--- src/sv/sawcd_pkg.sv ---
package sawcd_pkg;

    localparam int MAX_SETS_DEF = 64;
    localparam int WAYS_DEF     = 4;
    localparam int AGE_BITS_DEF = 8;

    localparam int ADDR_W       = 32;
    localparam int TAG_W        = 32;
    localparam int CFG_W        = 3;
    localparam int CFG_ADDR_W   = 3;
    localparam int APB_DATA_W   = 32;

    localparam logic [CFG_W-1:0] OFFSET_LIMIT    = 3'd4;
    localparam logic [CFG_W-1:0] OFFSET_BITS_RST = 3'd3;
    localparam logic [CFG_W-1:0] INDEX_BITS_RST  = 3'd6;

    typedef enum logic [1:0] {
        CMD_READ_WORD   = 2'd0,
        CMD_READ_BLOCK  = 2'd1,
        CMD_WRITE_WORD  = 2'd2,
        CMD_WRITE_BLOCK = 2'd3
    } t_cmd;

    typedef enum logic {
        REG_OFFSET_BITS = 1'b0,
        REG_INDEX_BITS  = 1'b1
    } t_reg_sel;

    typedef struct packed {
        logic [CFG_W-1:0] offset_bits;
        logic [CFG_W-1:0] index_bits;
    } t_cfg;

    typedef struct packed {
        logic              hit;
        logic [1:0]        way;
        logic              fill_needed;
        logic              writeback_needed;
        logic [ADDR_W-1:0] writeback_addr;
        logic [3:0]        word_offset;
    } t_result;

endpackage

--- src/sv/sawcd_cfg_regs.sv ---
module sawcd_cfg_regs (
    input  logic                                i_clk,
    input  logic                                i_rst_n,
    input  logic                                psel,
    input  logic                                penable,
    input  logic                                pwrite,
    input  logic [sawcd_pkg::CFG_ADDR_W-1:0]    paddr,
    input  logic [sawcd_pkg::APB_DATA_W-1:0]    pwdata,
    output logic [sawcd_pkg::APB_DATA_W-1:0]    prdata,
    output logic                                pready,
    output sawcd_pkg::t_cfg                     o_cfg
);

    sawcd_pkg::t_cfg  r_cfg;
    sawcd_pkg::t_cfg  n_cfg;
    sawcd_pkg::t_reg_sel sel;

    assign sel    = sawcd_pkg::t_reg_sel'(paddr[2]);
    assign pready = 1'b1;
    assign o_cfg  = r_cfg;

    always_comb begin
        n_cfg = r_cfg;
        if (psel && penable && pwrite) begin
            case (sel)
                sawcd_pkg::REG_OFFSET_BITS: n_cfg.offset_bits = pwdata[sawcd_pkg::CFG_W-1:0];
                sawcd_pkg::REG_INDEX_BITS:  n_cfg.index_bits  = pwdata[sawcd_pkg::CFG_W-1:0];
                default: n_cfg = r_cfg;
            endcase
        end
    end

    always_comb begin
        case (sel)
            sawcd_pkg::REG_OFFSET_BITS:
                prdata = {{(sawcd_pkg::APB_DATA_W-sawcd_pkg::CFG_W){1'b0}}, r_cfg.offset_bits};
            sawcd_pkg::REG_INDEX_BITS:
                prdata = {{(sawcd_pkg::APB_DATA_W-sawcd_pkg::CFG_W){1'b0}}, r_cfg.index_bits};
            default:
                prdata = '0;
        endcase
    end

    always_ff @(posedge i_clk) begin
        if (!i_rst_n) begin
            r_cfg.offset_bits <= sawcd_pkg::OFFSET_BITS_RST;
            r_cfg.index_bits  <= sawcd_pkg::INDEX_BITS_RST;
        end else begin
            r_cfg <= n_cfg;
        end
    end

endmodule

--- config.mk ---
export PLATFORM = sky130hd
export DESIGN_NAME = sawcd_cfg_regs
export DESIGN_NICKNAME = d
export VERILOG_FILES = /design/src/sv/sawcd_pkg.sv /design/src/sv/sawcd_cfg_regs.sv
export SDC_FILE = /design/constraint.sdc
export NUM_CORES = 1
export LEC_CHECK = 0
export BUFFER_PORTS_ARGS = -buffer_cell sky130_fd_sc_hd__buf_2
export CORE_MARGIN = 3
export CORE_UTILIZATION = 29
export DETAILED_ROUTE_END_ITERATION = 6
export PLACE_DENSITY = 0.8
export SLEW_MARGIN = 40
export SYNTH_ARGS = -nofsm -noshare
export SYNTH_HDL_FRONTEND = slang
export SYNTH_SLANG_ARGS = --single-unit
--- constraint.sdc ---
create_clock -name i_clk -period 0.8 [get_ports i_clk]
set_input_delay 0.16 -clock i_clk [delete_from_list [all_inputs] [get_ports i_clk]]
set_output_delay 0.16 -clock i_clk [all_outputs]
set_load 0.1 [all_outputs]
==> metrics.txt, run 1 <==
# TYPE chip_impl_metric gauge
chip_impl_info{name="status",value="complete, but fails checks"} 1
chip_impl_info{name="violations",value="negative setup slack"} 1
chip_impl_metric{name="timing.critical_path.slowest_cell_delay",unit="ps"} 330
chip_impl_metric{name="initial_antenna_violation_count",unit=""} 0
chip_impl_metric{name="slew_viol_final",unit=""} 0
chip_impl_metric{name="cap_violations",unit=""} 0
chip_impl_info{name="combinational_family_with_the_most_area_after_synthesis",value="buffers and inverters"} 1
chip_impl_info{name="tritoncts",value="yes"} 1
chip_impl_metric{name="gp_congestion",unit=""} 0.626
chip_impl_metric{name="number_of_violations_reported_at_the_end_of_detailed_routing_iteration_0",unit=""} 1
chip_impl_metric{name="routed-via-count",unit=""} 388
chip_impl_metric{name="groute.usage.overall",unit="%"} 7.81
chip_impl_info{name="crit_chain",value="mux2_4 -> buf_12"} 1
chip_impl_metric{name="global_route.overflow_total",unit=""} 0
chip_impl_metric{name="yosysSeqAreaShare",unit="%"} 22.1
chip_impl_metric{name="layout_setup_ws",unit="ps"} -384
chip_impl_metric{name="buffer_depth_of_the_longest_clock_path",unit=""} 2
chip_impl_metric{name="cts.reportedPaths.clkPinSlew",unit="ps"} 40
chip_impl_metric{name="synth_xor_area_share",unit="%"} 0
chip_impl_info{name="critical_path.reg2reg.endpoint",value="o_cfg[3]"} 1
chip_impl_metric{name="period_minus_slack",unit="ps"} 1180
chip_impl_metric{name="final.period_utilization",unit="%"} 148
chip_impl_metric{name="synth.cell_area",unit="um^2"} 544
chip_impl_metric{name="antenna_cells_inserted",unit=""} 0
chip_impl_metric{name="vdd.ir_drop.worst",unit="uV"} 896
chip_impl_metric{name="fp.dieW",unit="um"} 49.3
chip_impl_metric{name="setup_total_neg_slack",unit="ps"} -2430
chip_impl_metric{name="min_path_cells",unit=""} 3
chip_impl_metric{name="port_buffers",unit=""} 17
chip_impl_metric{name="r2r_slack",unit="ps"} -40
chip_impl_metric{name="finalClockSkew",unit="ps"} 0
chip_impl_metric{name="worstPathArrival",unit="ps"} 1020
chip_impl_metric{name="critPathMaxFanout",unit=""} 2
chip_impl_info{name="clock-root-buffer",value="sky130_fd_sc_hd__clkbuf_4"} 1
chip_impl_metric{name="hold_viol",unit=""} 0
chip_impl_metric{name="grt_first_pass_wirelength",unit="um"} 1480
chip_impl_metric{name="wl",unit="um"} 1040
chip_impl_metric{name="syn_area_per_cell",unit="um^2"} 8.64
chip_impl_metric{name="final_cell_count_no_fill",unit=""} 111
chip_impl_metric{name="first_pass_iters",unit=""} 4
chip_impl_metric{name="fp-row-count",unit=""} 15
chip_impl_metric{name="boundaryPins",unit=""} 79
chip_impl_info{name="hold_path_startpoint",value="pwdata[0]"} 1
chip_impl_metric{name="post_synthesis_cell_count",unit=""} 63
chip_impl_metric{name="final_area",unit="um^2"} 801
chip_impl_info{name="unrepaired_setup_endpoints_after_global_routing",value="yes"} 1
chip_impl_metric{name="post_cts_hold_buffer_count",unit=""} 0
chip_impl_metric{name="grt_start_max_net_pins",unit=""} 12
chip_impl_metric{name="yosys_warnings",unit=""} 0
chip_impl_metric{name="synthDominantCellAreaShare",unit="%"} 41.4
chip_impl_info{name="synth_top_cells_by_area",value="sky130_fd_sc_hd__buf_4, sky130_fd_sc_hd__dfxtp_1, sky130_fd_sc_hd__mux2i_1"} 1
chip_impl_info{name="min_to",value="o_cfg[0]"} 1
chip_impl_metric{name="dp_cells",unit=""} 106
chip_impl_metric{name="muxShareOfSynthArea",unit="%"} 17.2
chip_impl_info{name="worst_setup_path_end_kind",value="output port"} 1
chip_impl_metric{name="detail_route.vias_per_cell",unit=""} 3.50
chip_impl_info{name="worst_setup_path_start_kind",value="flop"} 1
chip_impl_info{name="netlist.top_cell.by_area",value="sky130_fd_sc_hd__buf_4"} 1
chip_impl_info{name="critPathKind",value="flop to output port"} 1
chip_impl_metric{name="start_util",unit="%"} 31.2
chip_impl_metric{name="post_synth_fa_ha_maj_area_fraction",unit="%"} 0
chip_impl_metric{name="largest_reg_flops",unit=""} 6
chip_impl_metric{name="cts_max_level",unit=""} 1
chip_impl_metric{name="antenna_left",unit=""} 0
chip_impl_metric{name="nets",unit=""} 128
chip_impl_metric{name="fraction_of_registers_with_async_set_reset",unit="%"} 0
chip_impl_metric{name="cell_leakage_power",unit="nW"} 0.391
chip_impl_metric{name="final-setup-viol-count",unit=""} 10
chip_impl_metric{name="route.detailed.wl_per_inst",unit="um"} 9.38
chip_impl_info{name="ys_dominant_reg_cell",value="sky130_fd_sc_hd__dfxtp_1"} 1
chip_impl_metric{name="synth_compound_gate_area_share",unit="%"} 0
chip_impl_metric{name="core_region_area",unit="um^2"} 1750
chip_impl_metric{name="drive_gt1_share",unit="%"} 44.2
chip_impl_metric{name="flow.area_growth_from_synthesis",unit="%"} 47.1
chip_impl_metric{name="synth-simple-area-share",unit="%"} 14.3
chip_impl_info{name="timing.rr.start",value="o_cfg[3]"} 1
chip_impl_metric{name="timing.reg2reg.worst_path_depth",unit=""} 4
chip_impl_info{name="critical_path.slowest_cell",value="sky130_fd_sc_hd__dfxtp_4"} 1
chip_impl_metric{name="cellPowerDensity",unit="nW/um^2"} 1810
chip_impl_metric{name="clock_buffer_count_from_cts",unit=""} 3
chip_impl_info{name="worst_hold_path_type",value="input pin to flop"} 1
chip_impl_metric{name="yosysUniqueCellTypes",unit=""} 12
chip_impl_metric{name="dieArea",unit="um^2"} 2430
chip_impl_metric{name="numClockSinks",unit=""} 6
chip_impl_metric{name="die_height",unit="um"} 49.3
chip_impl_metric{name="postSynthRegisterBits",unit=""} 6
chip_impl_metric{name="worst-endpoint-required",unit="ps"} 640
chip_impl_metric{name="clock_latency",unit="ps"} 240
chip_impl_metric{name="placedInstanceArea",unit="um^2"} 734
chip_impl_info{name="synthMostInstantiatedCell",value="sky130_fd_sc_hd__buf_4"} 1
chip_impl_metric{name="post-dp-hpwl",unit="um"} 895
chip_impl_metric{name="achievable-frequency",unit="MHz"} 845
chip_impl_metric{name="synth_enable_flop_cells",unit=""} 0
chip_impl_metric{name="grt_pass1_vias",unit=""} 360
chip_impl_info{name="synth_common_cells",value="sky130_fd_sc_hd__buf_4, sky130_fd_sc_hd__nor2b_1, sky130_fd_sc_hd__dfxtp_1, sky130_fd_sc_hd__mux2i_1, sky130_fd_sc_hd__nand2_1"} 1
chip_impl_metric{name="detail_route.drc_violations",unit=""} 0
[repair_timing]
action / CTS / global route
endpoints found under the setup margin: 9 / 10
buffers inserted: 1 / 4
resized for setup: 5 / 6
[metrics by stage]
| step | hold WS [ps] | setup slack [ps] | utilization, % | total power [W] |
|---|---|---|---|---|
| global route | 175 | -400 | 45.9 | 0.00149 |
| CTS | 172 | -389 | 44.9 | 0.00146 |
| finish | 177 | -384 | 45.9 | 0.00145 |
| global placement | 410 | -176 | 42.1 | 0.00117 |
| floorplan | 292 | -287 | - | 0.00118 |
| detailed placement | 425 | -202 | 42.1 | 0.00118 |
[power by group]
| group | total (W) | switching (W) | internal [W] |
|---|---|---|---|
| Combinational | 0.000888 | 0.000773 | 0.000115 |
| Sequential | 0.000296 | 0.00000417 | 0.000291 |
| Clock | 0.000268 | 0.0000994 | 0.000169 |
[worst max-delay path: cells and delay by family (launching register included)]
family / cells / cell delay, ps
DFF: 1 / 330
muxes: 1 / 280
buffers and inverters: 1 / 170
[logic make-up after synthesis]
logic type | count (synthesis)
AND/OR/NAND/NOR | 13
other | 2
multiplexers | 9
flip-flops | 6
buffers and inverters | 33
[routing by layer]
layer	GRT usage (%)	wire length, um	vias up
met2	15.6	583	32
met4	1.42	0	0
met1	7.31	318	171
met3	3.06	139	0
li1	-	-	185
met5	0	0	-
[cell usage in the layout (no fill, tap or decap)]
master and n:
sky130_fd_sc_hd__and4_1 1, sky130_fd_sc_hd__and4b_1 1, sky130_fd_sc_hd__buf_12 9, sky130_fd_sc_hd__buf_2 8
sky130_fd_sc_hd__buf_4 1, sky130_fd_sc_hd__buf_6 7, sky130_fd_sc_hd__clkbuf_4 3, sky130_fd_sc_hd__conb_1 30
sky130_fd_sc_hd__dfxtp_4 6, sky130_fd_sc_hd__mux2_4 3, sky130_fd_sc_hd__mux2i_1 6, sky130_fd_sc_hd__nand2_1 3
sky130_fd_sc_hd__nand2_2 1, sky130_fd_sc_hd__nor2b_1 7
[how the worst max path moves through the flow]
stage,startpoint,end,cells after the start
floorplan,o_cfg[3],prdata[0],1
global placement,paddr[2],prdata[0],3
detailed placement,paddr[2],o_cfg[3],3
CTS,o_cfg[4],prdata[1],2
global route,o_cfg[4],prdata[1],2
finish,o_cfg[3],prdata[0],2
[cell type report]
type / count / area (um^2)
flip-flops and latches: 6 / 143
fillers: 180 / 945
well taps: 25 / 31.3
multi-input cells: 52 / 298
repair buffers: 25 / 307
clock buffers: 3 / 22.5
No activity file was read; power rests on OpenSTA's default activity.
==> inputs of run 2 (changes only) <==
--- a/config.mk
+++ b/config.mk
@@ -10,6 +10,7 @@
 export CORE_UTILIZATION = 29
 export DETAILED_ROUTE_END_ITERATION = 6
 export PLACE_DENSITY = 0.8
+export SKIP_LAST_GASP = 1
 export SLEW_MARGIN = 40
 export SYNTH_ARGS = -nofsm -noshare
 export SYNTH_HDL_FRONTEND = slang
==> run 2 against run 1 <==
  * The run still ends with negative setup slack left
  * Combinational power hardly changed
  * Register-to-register slack got worse by 20 ps
  * Worst setup slack barely moved
  * Global-route usage stayed put
  * Utilization down 0.57 points
  * Cell area fell by 1.3%
  * Critical path type unchanged
  * Critical endpoint unchanged
  * Largest cell class unchanged
  * Highest routed layer unchanged
==> metrics.txt, run 2 (synthesis results as in run 1) <==
# TYPE chip_impl_metric gauge
chip_impl_info{name="status",value="complete, but fails checks"} 1
chip_impl_info{name="violations",value="negative setup slack"} 1
chip_impl_info{name="worst_setup_path_end_kind",value="output port"} 1
chip_impl_metric{name="flow.area_growth_from_synthesis",unit="%"} 45.3
chip_impl_metric{name="final.period_utilization",unit="%"} 148
chip_impl_metric{name="boundaryPins",unit=""} 79
chip_impl_metric{name="groute.usage.overall",unit="%"} 7.81
chip_impl_metric{name="drive_gt1_share",unit="%"} 43.0
chip_impl_info{name="unrepaired_setup_endpoints_after_global_routing",value="yes"} 1
chip_impl_metric{name="first_pass_iters",unit=""} 4
chip_impl_metric{name="hold_viol",unit=""} 0
chip_impl_info{name="tritoncts",value="yes"} 1
chip_impl_metric{name="grt_start_max_net_pins",unit=""} 12
chip_impl_metric{name="fill_cells",unit=""} 179
chip_impl_metric{name="gp_congestion",unit=""} 0.626
chip_impl_metric{name="antenna_left",unit=""} 0
chip_impl_metric{name="cellPowerDensity",unit="nW/um^2"} 1830
chip_impl_metric{name="core_region_area",unit="um^2"} 1750
chip_impl_metric{name="fin_hold_ws",unit="ps"} 177
chip_impl_metric{name="placedInstanceArea",unit="um^2"} 734
chip_impl_metric{name="vdd.ir_drop.worst",unit="uV"} 901
chip_impl_metric{name="antenna_cells_inserted",unit=""} 0
chip_impl_metric{name="die_height",unit="um"} 49.3
chip_impl_metric{name="port_buffers",unit=""} 17
chip_impl_metric{name="route.detailed.wl_per_inst",unit="um"} 9.17
chip_impl_metric{name="nets",unit=""} 128
chip_impl_metric{name="totalPowerFinal",unit="W"} 0.00145
chip_impl_metric{name="p_seq_share",unit="%"} 20.4
chip_impl_metric{name="initial_antenna_violation_count",unit=""} 0
chip_impl_metric{name="wl",unit="um"} 1020
chip_impl_metric{name="intPower",unit="W"} 0.000574
chip_impl_metric{name="cell_leakage_power",unit="nW"} 0.387
chip_impl_metric{name="global_route.overflow_total",unit=""} 0
chip_impl_metric{name="start_util",unit="%"} 31.2
chip_impl_metric{name="clock_power_share",unit="%"} 18.5
chip_impl_metric{name="largest_reg_flops",unit=""} 6
chip_impl_metric{name="cts_max_level",unit=""} 1
chip_impl_metric{name="power.share.switching",unit="%"} 60.4
chip_impl_metric{name="layout_setup_ws",unit="ps"} -384
chip_impl_metric{name="clock_latency",unit="ps"} 240
chip_impl_info{name="critPathKind",value="flop to output port"} 1
chip_impl_metric{name="buffer_depth_of_the_longest_clock_path",unit=""} 2
chip_impl_metric{name="clock_buffer_count_from_cts",unit=""} 3
chip_impl_metric{name="fp-row-count",unit=""} 15
chip_impl_metric{name="post-place-ws",unit="ps"} -202
chip_impl_metric{name="routed-via-count",unit=""} 385
chip_impl_metric{name="worst-endpoint-required",unit="ps"} 640
chip_impl_metric{name="fp.dieW",unit="um"} 49.3
chip_impl_metric{name="number_of_violations_reported_at_the_end_of_detailed_routing_iteration_0",unit=""} 4
chip_impl_metric{name="final_area",unit="um^2"} 791
chip_impl_metric{name="netSwitchingPower",unit="W"} 0.000875
chip_impl_info{name="worst_hold_path_type",value="input pin to flop"} 1
chip_impl_metric{name="comb_power_share",unit="%"} 61.1
chip_impl_metric{name="dieArea",unit="um^2"} 2430
chip_impl_metric{name="final-setup-viol-count",unit=""} 11
chip_impl_metric{name="worstPathArrival",unit="ps"} 1020
chip_impl_info{name="clock-root-buffer",value="sky130_fd_sc_hd__clkbuf_4"} 1
chip_impl_metric{name="finalClockSkew",unit="ps"} 0
chip_impl_metric{name="setup_total_neg_slack",unit="ps"} -2450
chip_impl_info{name="worst_setup_path_start_kind",value="flop"} 1
chip_impl_metric{name="critPathMaxFanout",unit=""} 2
chip_impl_metric{name="cap_violations",unit=""} 0
chip_impl_metric{name="post-dp-hpwl",unit="um"} 895
chip_impl_metric{name="slew_viol_final",unit=""} 0
chip_impl_metric{name="grt_pass1_vias",unit=""} 360
chip_impl_metric{name="detail_route.vias_per_cell",unit=""} 3.47
chip_impl_metric{name="detail_route.drc_violations",unit=""} 0
chip_impl_metric{name="post_cts_hold_buffer_count",unit=""} 0
chip_impl_metric{name="achievable-frequency",unit="MHz"} 845
chip_impl_metric{name="grt_first_pass_wirelength",unit="um"} 1480
chip_impl_info{name="commonest_non_fill_non_tap_cells_in_the_layout",value="sky130_fd_sc_hd__conb_1, sky130_fd_sc_hd__buf_12, sky130_fd_sc_hd__buf_2"} 1
chip_impl_info{name="mostFrequentLayoutCell",value="sky130_fd_sc_hd__conb_1"} 1
chip_impl_metric{name="period_minus_slack",unit="ps"} 1180
chip_impl_metric{name="cts.reportedPaths.clkPinSlew",unit="ps"} 40
chip_impl_metric{name="numClockSinks",unit=""} 6
==> run 2: worst max-delay path: stages, from the launching register on <==
cell                      delay [ps]
sky130_fd_sc_hd__dfxtp_4         330
sky130_fd_sc_hd__mux2_4          280
sky130_fd_sc_hd__buf_12          170
==> run 2: worst paths after layout <==
check / start / to / slack [ps] / depth (start not counted)
max: o_cfg[3] / prdata[0] / -380 / 2
min: pwdata[2] / o_cfg[5] / 180 / 3
min reg2reg: o_cfg[5] / o_cfg[5] / 600 / 3
max reg2reg: o_cfg[3] / o_cfg[3] / -60 / 4
==> run 2: timing repair <==
item | 4_1_cts | 5_1_grt
buffers inserted | 1 | 4
resized for setup | 5 | 3
gates cloned | 0 | 0
setup endpoints to repair | 9 | 10
==> run 2: area by class of cell <==
class | count | area (um^2) | share of cell area, %
flip-flops and latches | 6 | 143 | 18.0
well taps | 25 | 31.3 | 3.96
repair buffers | 25 | 299 | 37.8
multi-input cells | 52 | 295 | 37.3
clock buffers | 3 | 22.5 | 2.85
==> run 2: power groups by stage <==
stage               Combinational [W]  Sequential (W)  Clock [W]
global placement             0.000872        0.000299          0
finish                       0.000886        0.000296   0.000269
CTS                          0.000883        0.000295   0.000281
detailed placement           0.000878        0.000300          0
global route                 0.000903        0.000296   0.000291
floorplan                    0.000834        0.000350          0
==> run 2: stage by stage <==
step,std cells,util [%]
finish,111,45.3
global route,111,45.3
floorplan,91,-
CTS,110,44.9
global placement,106,42.1
detailed placement,106,42.1
==> run 2: per-layer routing <==
metal | track usage, % | vias to the layer above | share of wire [%]
met5 | 0 | - | 0
met2 | 15.6 | 30 | 56
met4 | 1.42 | 0 | 0
met1 | 7.31 | 170 | 31
met3 | 3.06 | 0 | 13
li1 | - | 185 | -
